`src/rtl/core/q12atc_pkg.sv`:
```
// Package for the Q12 affine transform composer.
// Holds shared word, matrix and stage-control types and column codes.
// No dependencies.
package q12atc_pkg;

    localparam int NUM_ROWS  = 3;
    localparam int NUM_TERMS = 3;
    localparam int NUM_COLS  = 4;

    typedef logic signed [31:0] word_t;
    typedef logic signed [63:0] prod_t;
    typedef logic [1:0]         col_t;

    localparam col_t COL_FIRST = 2'd0;
    localparam col_t COL_TRANS = 2'd3;

    typedef word_t vec3_t [NUM_ROWS];
    typedef word_t mat3_t [NUM_ROWS][NUM_TERMS];
    typedef word_t hmat_t [NUM_ROWS][NUM_COLS];
    typedef prod_t pmat_t [NUM_ROWS][NUM_TERMS];

    typedef struct packed {
        logic valid;
        col_t col;
    } stage_ctl_t;

endpackage

```
`src/rtl/core/q12atc_reduce.sv`:
```
// Reduce stage: three-term sum, arithmetic shift, wrap, translation add.
// Depends on q12atc_pkg.
module q12atc_reduce
    import q12atc_pkg::*;
#(
    parameter int FRACTION_BITS = 12
)
(
    input  pmat_t prod,
    input  vec3_t trans,
    input  logic  add_trans,
    output vec3_t res
);

    prod_t sum   [NUM_ROWS];
    prod_t shift [NUM_ROWS];

    always_comb
    begin
        for (int i = 0; i < NUM_ROWS; i++)
        begin
            // 64-bit sum wraps
            sum[i]   = prod[i][0] + prod[i][1] + prod[i][2];
            shift[i] = sum[i] >>> FRACTION_BITS;
            res[i]   = add_trans ? word_t'(shift[i][31:0] + trans[i])
                                 : word_t'(shift[i][31:0]);
        end
    end

endmodule

```
`config.mk`:
```
export PLATFORM = sky130hd
export DESIGN_NAME = q12atc_reduce
export DESIGN_NICKNAME = d
export VERILOG_FILES = /design/src/rtl/core/q12atc_pkg.sv /design/src/rtl/core/q12atc_reduce.sv
export SDC_FILE = /design/constraint.sdc
export NUM_CORES = 1
export LEC_CHECK = 0
export ABC_AREA = 1
export BUFFER_PORTS_ARGS = -buffer_cell sky130_fd_sc_hd__buf_2
export CAP_MARGIN = 0
export CORE_AREA = 2 2 298 300
export DETAILED_ROUTE_END_ITERATION = 8
export DIE_AREA = 0 0 300 302
export PLACE_DENSITY = 0.44
export RECOVER_POWER = 100
export SLEW_MARGIN = 15
export SYNTH_ARGS = -nofsm -noshare
export SYNTH_HDL_FRONTEND = slang
export SYNTH_SLANG_ARGS = --single-unit
```
`constraint.sdc`:
```
create_clock -name vclk -period 6.4
set_clock_uncertainty 0.15 [all_clocks]
set_input_delay 1.28 -clock vclk [all_inputs]
set_output_delay 1.28 -clock vclk [all_outputs]
set_load 0.005 [all_outputs]
```
==> results of run 1 <==
routing by layer:
layer | track usage, % | vias to the layer above | routed length [um]
met5 | 0 | - | 80
met2 | 36.8 | 773 | 49100
li1 | - | 13200 | -
met3 | 2.43 | 115 | 6280
met4 | 3.43 | 16 | 2130
met1 | 29.3 | 12400 | 46700
how the worst min path moves through the flow:
| stage | startpoint | endpoint | slack, ps | cells past startpoint |
|---|---|---|---|---|
| CTS | trans[0] | res[0] | 2830 | 5 |
| detailed placement | trans[0] | res[0] | 2810 | 5 |
| global placement | trans[0] | res[0] | 2810 | 5 |
| finish | trans[0] | res[0] | 2830 | 5 |
| floorplan | trans[0] | res[0] | 2620 | 3 |
| global route | trans[0] | res[0] | 2880 | 5 |
metrics by stage:
stage	utilization (%)	instance area, um2
2_1_floorplan	-	18600
4_1_cts	35.9	31400
6_report	41.3	36100
3_5_place_dp	31.9	27900
5_1_grt	41.3	36100
3_3_place_gp	31.9	27900
cell usage in the layout (no fill, tap or decap), types with 23 or more instances in the layout:
cell type | synthesis | routed
inv_2 | 2 | 74
xnor2_1 | 29 | 23
nand3_1 | 226 | 164
nor2_2 | 21 | 104
o21ai_1 | 49 | 50
a21oi_4 | 0 | 48
buf_6 | 0 | 84
a21oi_1 | 283 | 101
nand2_2 | 24 | 250
a21oi_2 | 2 | 136
nand4_1 | 57 | 57
o21ai_2 | 5 | 67
o21ai_0 | 145 | 63
buf_2 | 3 | 558
nand3b_1 | 25 | 25
and2_4 | 0 | 41
nor2_4 | 3 | 93
a21o_1 | 36 | 36
nand2_4 | 0 | 70
nand3_2 | 2 | 58
fa_1 | 129 | 115
nor2_1 | 326 | 153
ha_4 | 0 | 171
nand2_1 | 933 | 631
ha_1 | 225 | 45
buf_4 | 0 | 694
inv_1 | 416 | 337
cells by family after synthesis:
logic type | share of synthesized area, %
AOI/OAI and AO/OA | 18.2
xor gates and xnor gates | 4.26
adders and majority gates | 29.0
buffers and inverters | 8.92
and+or+nand+nor | 39.6
area by class of cell:
cell class         count  area share (%)
inverters            421            4.43
repair buffers      1341            25.0
diodes                 2          0.0138
well taps           1165            4.03
multi-input cells   2769            66.6
critical path, delay by kind of cell:
family / cells / cell delay [ps]
buffers and inverters: 6 / 510
AO/OA/AOI/OAI: 1 / 210
AND/OR/NAND/NOR: 15 / 1900
adder cells (fa/ha/maj): 3 / 1140
timing repair:
| action | in CTS | in global routing |
|---|---|---|
| cloned | 0 | 0 |
| resized for setup | 714 | 1020 |
| setup endpoints to repair | 77 | 75 |
| buffers inserted | 36 | 62 |
| pin swaps | 170 | 432 |
power groups by stage:
stage | Sequential, W | Combinational (W) | Clock [W]
2_1_floorplan | 0 | 0.00403 | 0
5_1_grt | 0 | 0.0125 | 0.0000000000212
3_3_place_gp | 0 | 0.00816 | 0
6_report | 0 | 0.0115 | 0.0000000000424
3_5_place_dp | 0 | 0.00817 | 0
4_1_cts | 0 | 0.00954 | 0
==> impl_metrics.toml, run 1 <==
[placed_design]
dp_hpwl_um = 90800
numPlacedInstances = 5601
routabilityCongestion = 0.972
dpl_worst_slack_ps = -508
io_buffers = 589

[finish]
n_clock_buffer = 0
stdcell_count = 5698
fin_nets = 5560
seqCellArea_um2 = 0
multiInputGateArea_um2 = 24100
numSequentialCells = 0
syn_to_final_growth_pct = 94.0
fill_cells = 9290
drive_gt1_share_pct = 58.2

[power]
peakVddDrop_uv = 111
leakage_nw = 16.9
total_power_w = 0.0115
p_int_w = 0.00549
combPwrFrac_pct = 100.0
p_clk_share_pct = 0
p_seq_share_pct = 0
powerDensity_nw_per_um2 = 319
p_switching_w = 0.00606
swShare_pct = 52.5

[routing]
first_pass_iters = 7
drt_iter0_drc = 1219
vias = 26500
routedWlPerCell_um = 18.3
drc = 0
viasPerCell = 4.65
ant_nets = 0
wl_um = 104000

[synth]
synth.distinct_cells = 43
yosysWarnings = 0
syn_avg_cell_area_um2 = 5.80
synthesis.area_um2 = 18600
synth_largest_area_cell = "nand2_1"
syn_nets = 4238
synthTopCellsByArea = "nand2_1 19%, ha_1 15%, fa_1 14%"
synth_common_cells = "933 x nand2_1, 416 x inv_1, 326 x nor2_1"
synth_top_cell_area_share_pct = 18.8
synthCells = 3211
synth.most_common_cell = "nand2_1"
seq_area_frac_synth_pct = 0

[sta]
hold_violations = 0
drv_slew = 0
timing.hold.ws_ps = 2830
post-route-period-util_pct = 101
fmax_mhz = 155
fin_crit_ps = 6470
grt_setup_unrepaired = "yes"
slew-limit-headroom_pct = 51.3
setup_tns_ps = -269
layout_setup_ws_ps = -70.3
tightestPinTransition_ps = 730
setup_viol = 10

[global_routing]
grtUsageTotal_pct = 21.5
grt_overflow = 0
grt_max_degree = 65
grt_pass1_wl_um = 150000
antenna_found_initial = 13
grt_pass1_vias = 26400

[cts]
cts_hold_buf = 0

[floorplan]
die_width_um = 300
start_util_pct = 21.3
dieArea_um2 = 90600
fp-row-count = 109
core_um2 = 87600
ios = 769
die_h_um = 302

[min_path]
hold_class = "input port to output port"

[run_status]
status = "finished, violations left"
violations = "negative setup slack"

[setup_path]
crit_fanout = 4
cpMaxStageDelayCell = "fa_1"
crit_required_ps = 4970
worst_path_most_repeated_cell = "nand2_1"
critPathLaunchType = "input port"
crit_type = "input port to output port"
critPathArrivalTime_ps = 5040
end_kind = "output port"
crit_end = "res[54]"
crit_start = "prod[196]"
critical_path.max_stage_delay_ps = 560

[flow_run]
drv_cap = 0
(Power assumes the default switching activity.)
==> inputs of run 2 (changes only) <==
Settings changed: PLACE_DENSITY 0.44 to unset.
==> run 2 against run 1 <==
Against the previous run: the run still ends with negative setup slack left; worst setup slack lost 100 ps; total power grew 0.85%; sequential share of layout area is the same; die area is the same; worst hold slack gained 5.4 ps; global-route usage shrank 0.14 points; maximum frequency shrank 1.6%; wire length grew 1.9%; design area grew 0.28%; via count grew 2.1%; critical endpoint is now res[30]; largest cell class unchanged.
==> impl_metrics.toml, run 2 (synthesis results as in run 1) <==
[run_status]
status = "finished, violations left"
violations = "negative setup slack"

[setup_path]
critPathBufInv = 5
crit_required_ps = 4970
critPathLaunchType = "input port"
crit_chain = "buf_2 > fa_1 > ha_4 > buf_4 > nand2_2 > nor2_4 > buf_4 > nand2_1 > nor2_2 > nand4_1 > nand3_1 > nand2_1 > and2_1 > ha_4 > nand2_1 > nor2_4 > inv_2 > nor4_2 > nand2_1 > nand3_2 > nand3_2 > nand2_2 > buf_6"
worst_path_most_repeated_cell = "nand2_1"
cpMaxStageDelayCell = "fa_1"
critPathArrivalTime_ps = 5150
critical_path.top_delay_family = "simple AND/OR/NAND/NOR gates"
critical_path.max_stage_delay_ps = 470
crit_fanout = 5
crit_type = "input port to output port"
end_kind = "output port"

[floorplan]
die_width_um = 300
ios = 769
fp-row-count = 109
die_h_um = 302
start_util_pct = 21.3
dieArea_um2 = 90600
core_um2 = 87600

[finish]
drive_gt1_share_pct = 56.8
fin_area_um2 = 36200
seqCellArea_um2 = 0
final_common_cell = "buf_4"
fin_nets = 5578
n_clock_buffer = 0
layout_common_cells = "720 x buf_4, 674 x nand2_1, 554 x buf_2"
numSequentialCells = 0
syn_to_final_growth_pct = 94.5

[routing]
ant_nets = 0
drt_iter0_drc = 1513
routedWlPerCell_um = 18.6
drc = 0
wl_um = 106000
first_pass_iters = 6
viasPerCell = 4.73
vias = 27100

[power]
p_clk_share_pct = 0
swShare_pct = 52.7
powerDensity_nw_per_um2 = 321
p_seq_share_pct = 0
peakVddDrop_uv = 130
p_switching_w = 0.00614
p_int_w = 0.00551
leakage_nw = 16.9
combPwrFrac_pct = 100.0

[global_routing]
grtUsageTotal_pct = 21.3
grt_max_degree = 67
grt_pass1_wl_um = 149000
grt_pass1_vias = 26000
antenna_found_initial = 14
grt_overflow = 0

[sta]
post-route-period-util_pct = 103
fin_crit_ps = 6580
timing.hold.ws_ps = 2840
hold_violations = 0
tightestPinTransition_ps = 857
drv_slew = 0
slew-limit-headroom_pct = 42.9
layout_setup_ws_ps = -175
fmax_mhz = 152
grt_setup_unrepaired = "yes"
setup_viol = 28

[flow_run]
drv_cap = 0

[min_path]
hp-start = "trans[63]"
min_path_cells = 6
hold_path_end = "res[63]"
hold_class = "input port to output port"

[placed_design]
dp_hpwl_um = 89600
io_buffers = 589
routabilityCongestion = 0.992
placed_area_um2 = 27900

[cts]
cts_hold_buf = 0
[run 2: power groups by stage]
stage	Clock, W	Sequential [W]	Combinational, W
global route	0.000000000247	0	0.0125
finish	0.000000000282	0	0.0116
CTS	0	0	0.00946
detailed placement	0	0	0.00811
global placement	0	0	0.00809
floorplan	0	0	0.00403
[run 2: timing repair]
action,in CTS,in global routing
setup endpoints to repair,78,77
setup buffers,35,78
pin swaps,190,390
resized for setup,708,970
[run 2: layer usage]
layer  up-vias  routed length (um)  share of wire [%]  GRT usage (%)
li1      13200                   -                  -              -
met1     12800               46300                 44           28.7
met2       912               50700                 48           37.2
met3       148                6830                6.4           2.50
met4        14                2420                2.3           2.99
met5         -                  89              0.084              0
[run 2: layout make-up]
cell class / instances / area, um2
inverter: 421 / 1590
antenna: 5 / 12.5
fill: 8953 / 51300
timing repair buffer: 1359 / 9110
multi-input combinational: 2769 / 24100
tap: 1165 / 1460
[run 2: through the flow]
step                setup WS, ps  total power (W)  util [%]  TNS [ps]  instances
floorplan                    492          0.00403         -         0       3211
global placement            -481          0.00809      31.9    -22620       5604
detailed placement          -496          0.00811      31.9    -22530       5604
CTS                        -20.6          0.00946      36.1      -174       5639
global route                -336           0.0125      41.4    -10780       5717
finish                      -175           0.0116      41.4     -1660       5719
[run 2: worst max-delay path by stage]
| stage | slack [ps] | depth (start not counted) | to | from |
|---|---|---|---|---|
| floorplan | 490 | 24 | res[28] | prod[4] |
| global route | -340 | 24 | res[30] | prod[18] |
| detailed placement | -500 | 23 | res[53] | prod[194] |
| global placement | -480 | 23 | res[53] | prod[194] |
| finish | -180 | 23 | res[30] | prod[87] |
| CTS | -20 | 25 | res[31] | prod[8] |
[run 2: worst min-delay path: cells and delay by family]
family                 cells  cell delay (ps)
and+or+nand+nor            4              240
buffers and inverters      2              180
==> inputs of run 3 (changes only) <==
Settings changed: BUFFER_PORTS_ARGS -buffer_cell sky130_fd_sc_hd__buf_2 to -buffer_cell sky130_fd_sc_hd__clkbuf_2, PLACE_DENSITY set to 0.45.
==> run 3 against run 2 <==
Against the previous run: the run still ends with negative setup slack left; clock-buffer cell count did not move; non-clock buffer count increased by 30; maximum frequency grew 1.3%; critical path depth rose by 5; largest cell class unchanged; worst hold slack lost 3.6 ps; wire length down 0.76%; highest routed layer unchanged; global-route usage up 0.16 points.
==> impl_metrics.toml, run 3 (synthesis results as in run 1) <==
[global_routing]
antenna_found_initial = 7
grt_overflow = 0
grt_max_degree = 72
grt_pass1_vias = 26300
grt_pass1_wl_um = 150000
grtUsageTotal_pct = 21.5

[finish]
numSequentialCells = 0
final_common_cell = "buf_4"
n_antenna_cell = 0
n_clock_buffer = 0
fin_area_um2 = 37300
drive_gt1_share_pct = 59.6
syn_to_final_growth_pct = 100
layout_common_cells = "735 x buf_4, 604 x nand2_1, 532 x clkbuf_2"
fin_nets = 5608
seqCellArea_um2 = 0

[sta]
post-route-period-util_pct = 101
layout_setup_ws_ps = -89.2
fmax_mhz = 154
grt_setup_unrepaired = "yes"
hold_violations = 0
drv_slew = 0
setup_viol = 11
slew-limit-headroom_pct = 44.7
tightestPinTransition_ps = 830
fin_crit_ps = 6490
timing.hold.ws_ps = 2840

[setup_path]
crit_required_ps = 4970
crit_fanout = 5
critPathLaunchType = "input port"
end_kind = "output port"
crit_type = "input port to output port"
critPathArrivalTime_ps = 5060

[routing]
wl_um = 106000
ant_nets = 0
viasPerCell = 4.65
first_pass_iters = 5
vias = 26700
drc = 0
drt_iter0_drc = 1109
routedWlPerCell_um = 18.4

[placed_design]
io_buffers = 589
routabilityCongestion = 0.972
dpl_worst_slack_ps = -539
placed_area_um2 = 28200
dp_hpwl_um = 90800

[power]
leakage_nw = 17.4
peakVddDrop_uv = 125
powerDensity_nw_per_um2 = 326
total_power_w = 0.0121

[min_path]
hold_class = "input port to output port"

[run_status]
violations = "negative setup slack"
status = "finished, violations left"

[floorplan]
core_um2 = 87600
ios = 769
start_util_pct = 21.3
dieArea_um2 = 90600
die_width_um = 300
fp-row-count = 109
die_h_um = 302

[flow_run]
drv_cap = 0
run 3: routing by layer:
metal  routed length (um)  global-route usage [%]  up-vias
li1                     -                       -    13300
met1                48500                    29.6    12600
met2                50300                    36.9      675
met3                 4860                    2.26       97
met4                 1780                    2.80       14
met5                   95                       0        -
run 3: timing repair:
| action | CTS | global route |
|---|---|---|
| hold buffers | 0 | 0 |
| gates resized for setup | 753 | 1166 |
| hold endpoints to repair | 0 | 0 |
| buffers inserted | 51 | 68 |
| pin swaps | 217 | 559 |
| setup endpoints to repair | 79 | 78 |
run 3: report_power, final:
group          internal [W]  switching (W)  leakage, nW
combinational       0.00575        0.00639         17.4
sequential                0              0            0
clock                     0              0            0
total               0.00575        0.00639         17.4
run 3: metrics by stage:
step | cells | util (%) | TNS (ps)
CTS | 5682 | 36.5 | -504
floorplan | 3211 | - | 0
detailed placement | 5635 | 32.2 | -24110
finish | 5744 | 42.6 | -450
global route | 5744 | 42.6 | -7350
global placement | 5635 | 32.2 | -24480
run 3: final timing paths:
path | endpoint | slack (ps) | depth (start not counted) | startpoint
max | res[63] | -90 | 28 | prod[197]
min | res[0] | 2840 | 5 | trans[0]
run 3: layout make-up:
type	count	area, um2
tap	1165	1460
multi-input combinational	2769	24800
inverter	421	1610
timing repair buffer	1389	9470
fill	9181	50300
run 3: critical path, stage by stage:
cell and delay [ps]:
buf_6 70, inv_2 30, fa_1 550, inv_2 50
ha_4 290, nand4_1 220, nor2_2 220, nor2_4 80
o21ai_4 180, nand4_1 250, buf_4 230, nand3_2 60
and2_4 150, ha_4 240, nand2_4 90, inv_4 40
nand2_2 70, nand2_2 60, nand2_1 70, nand2_2 70
a21oi_2 160, nand2_1 80, nand2_2 90, nand2_2 60
nor2_4 130, nand2_2 60, nand2_1 60, buf_2 100
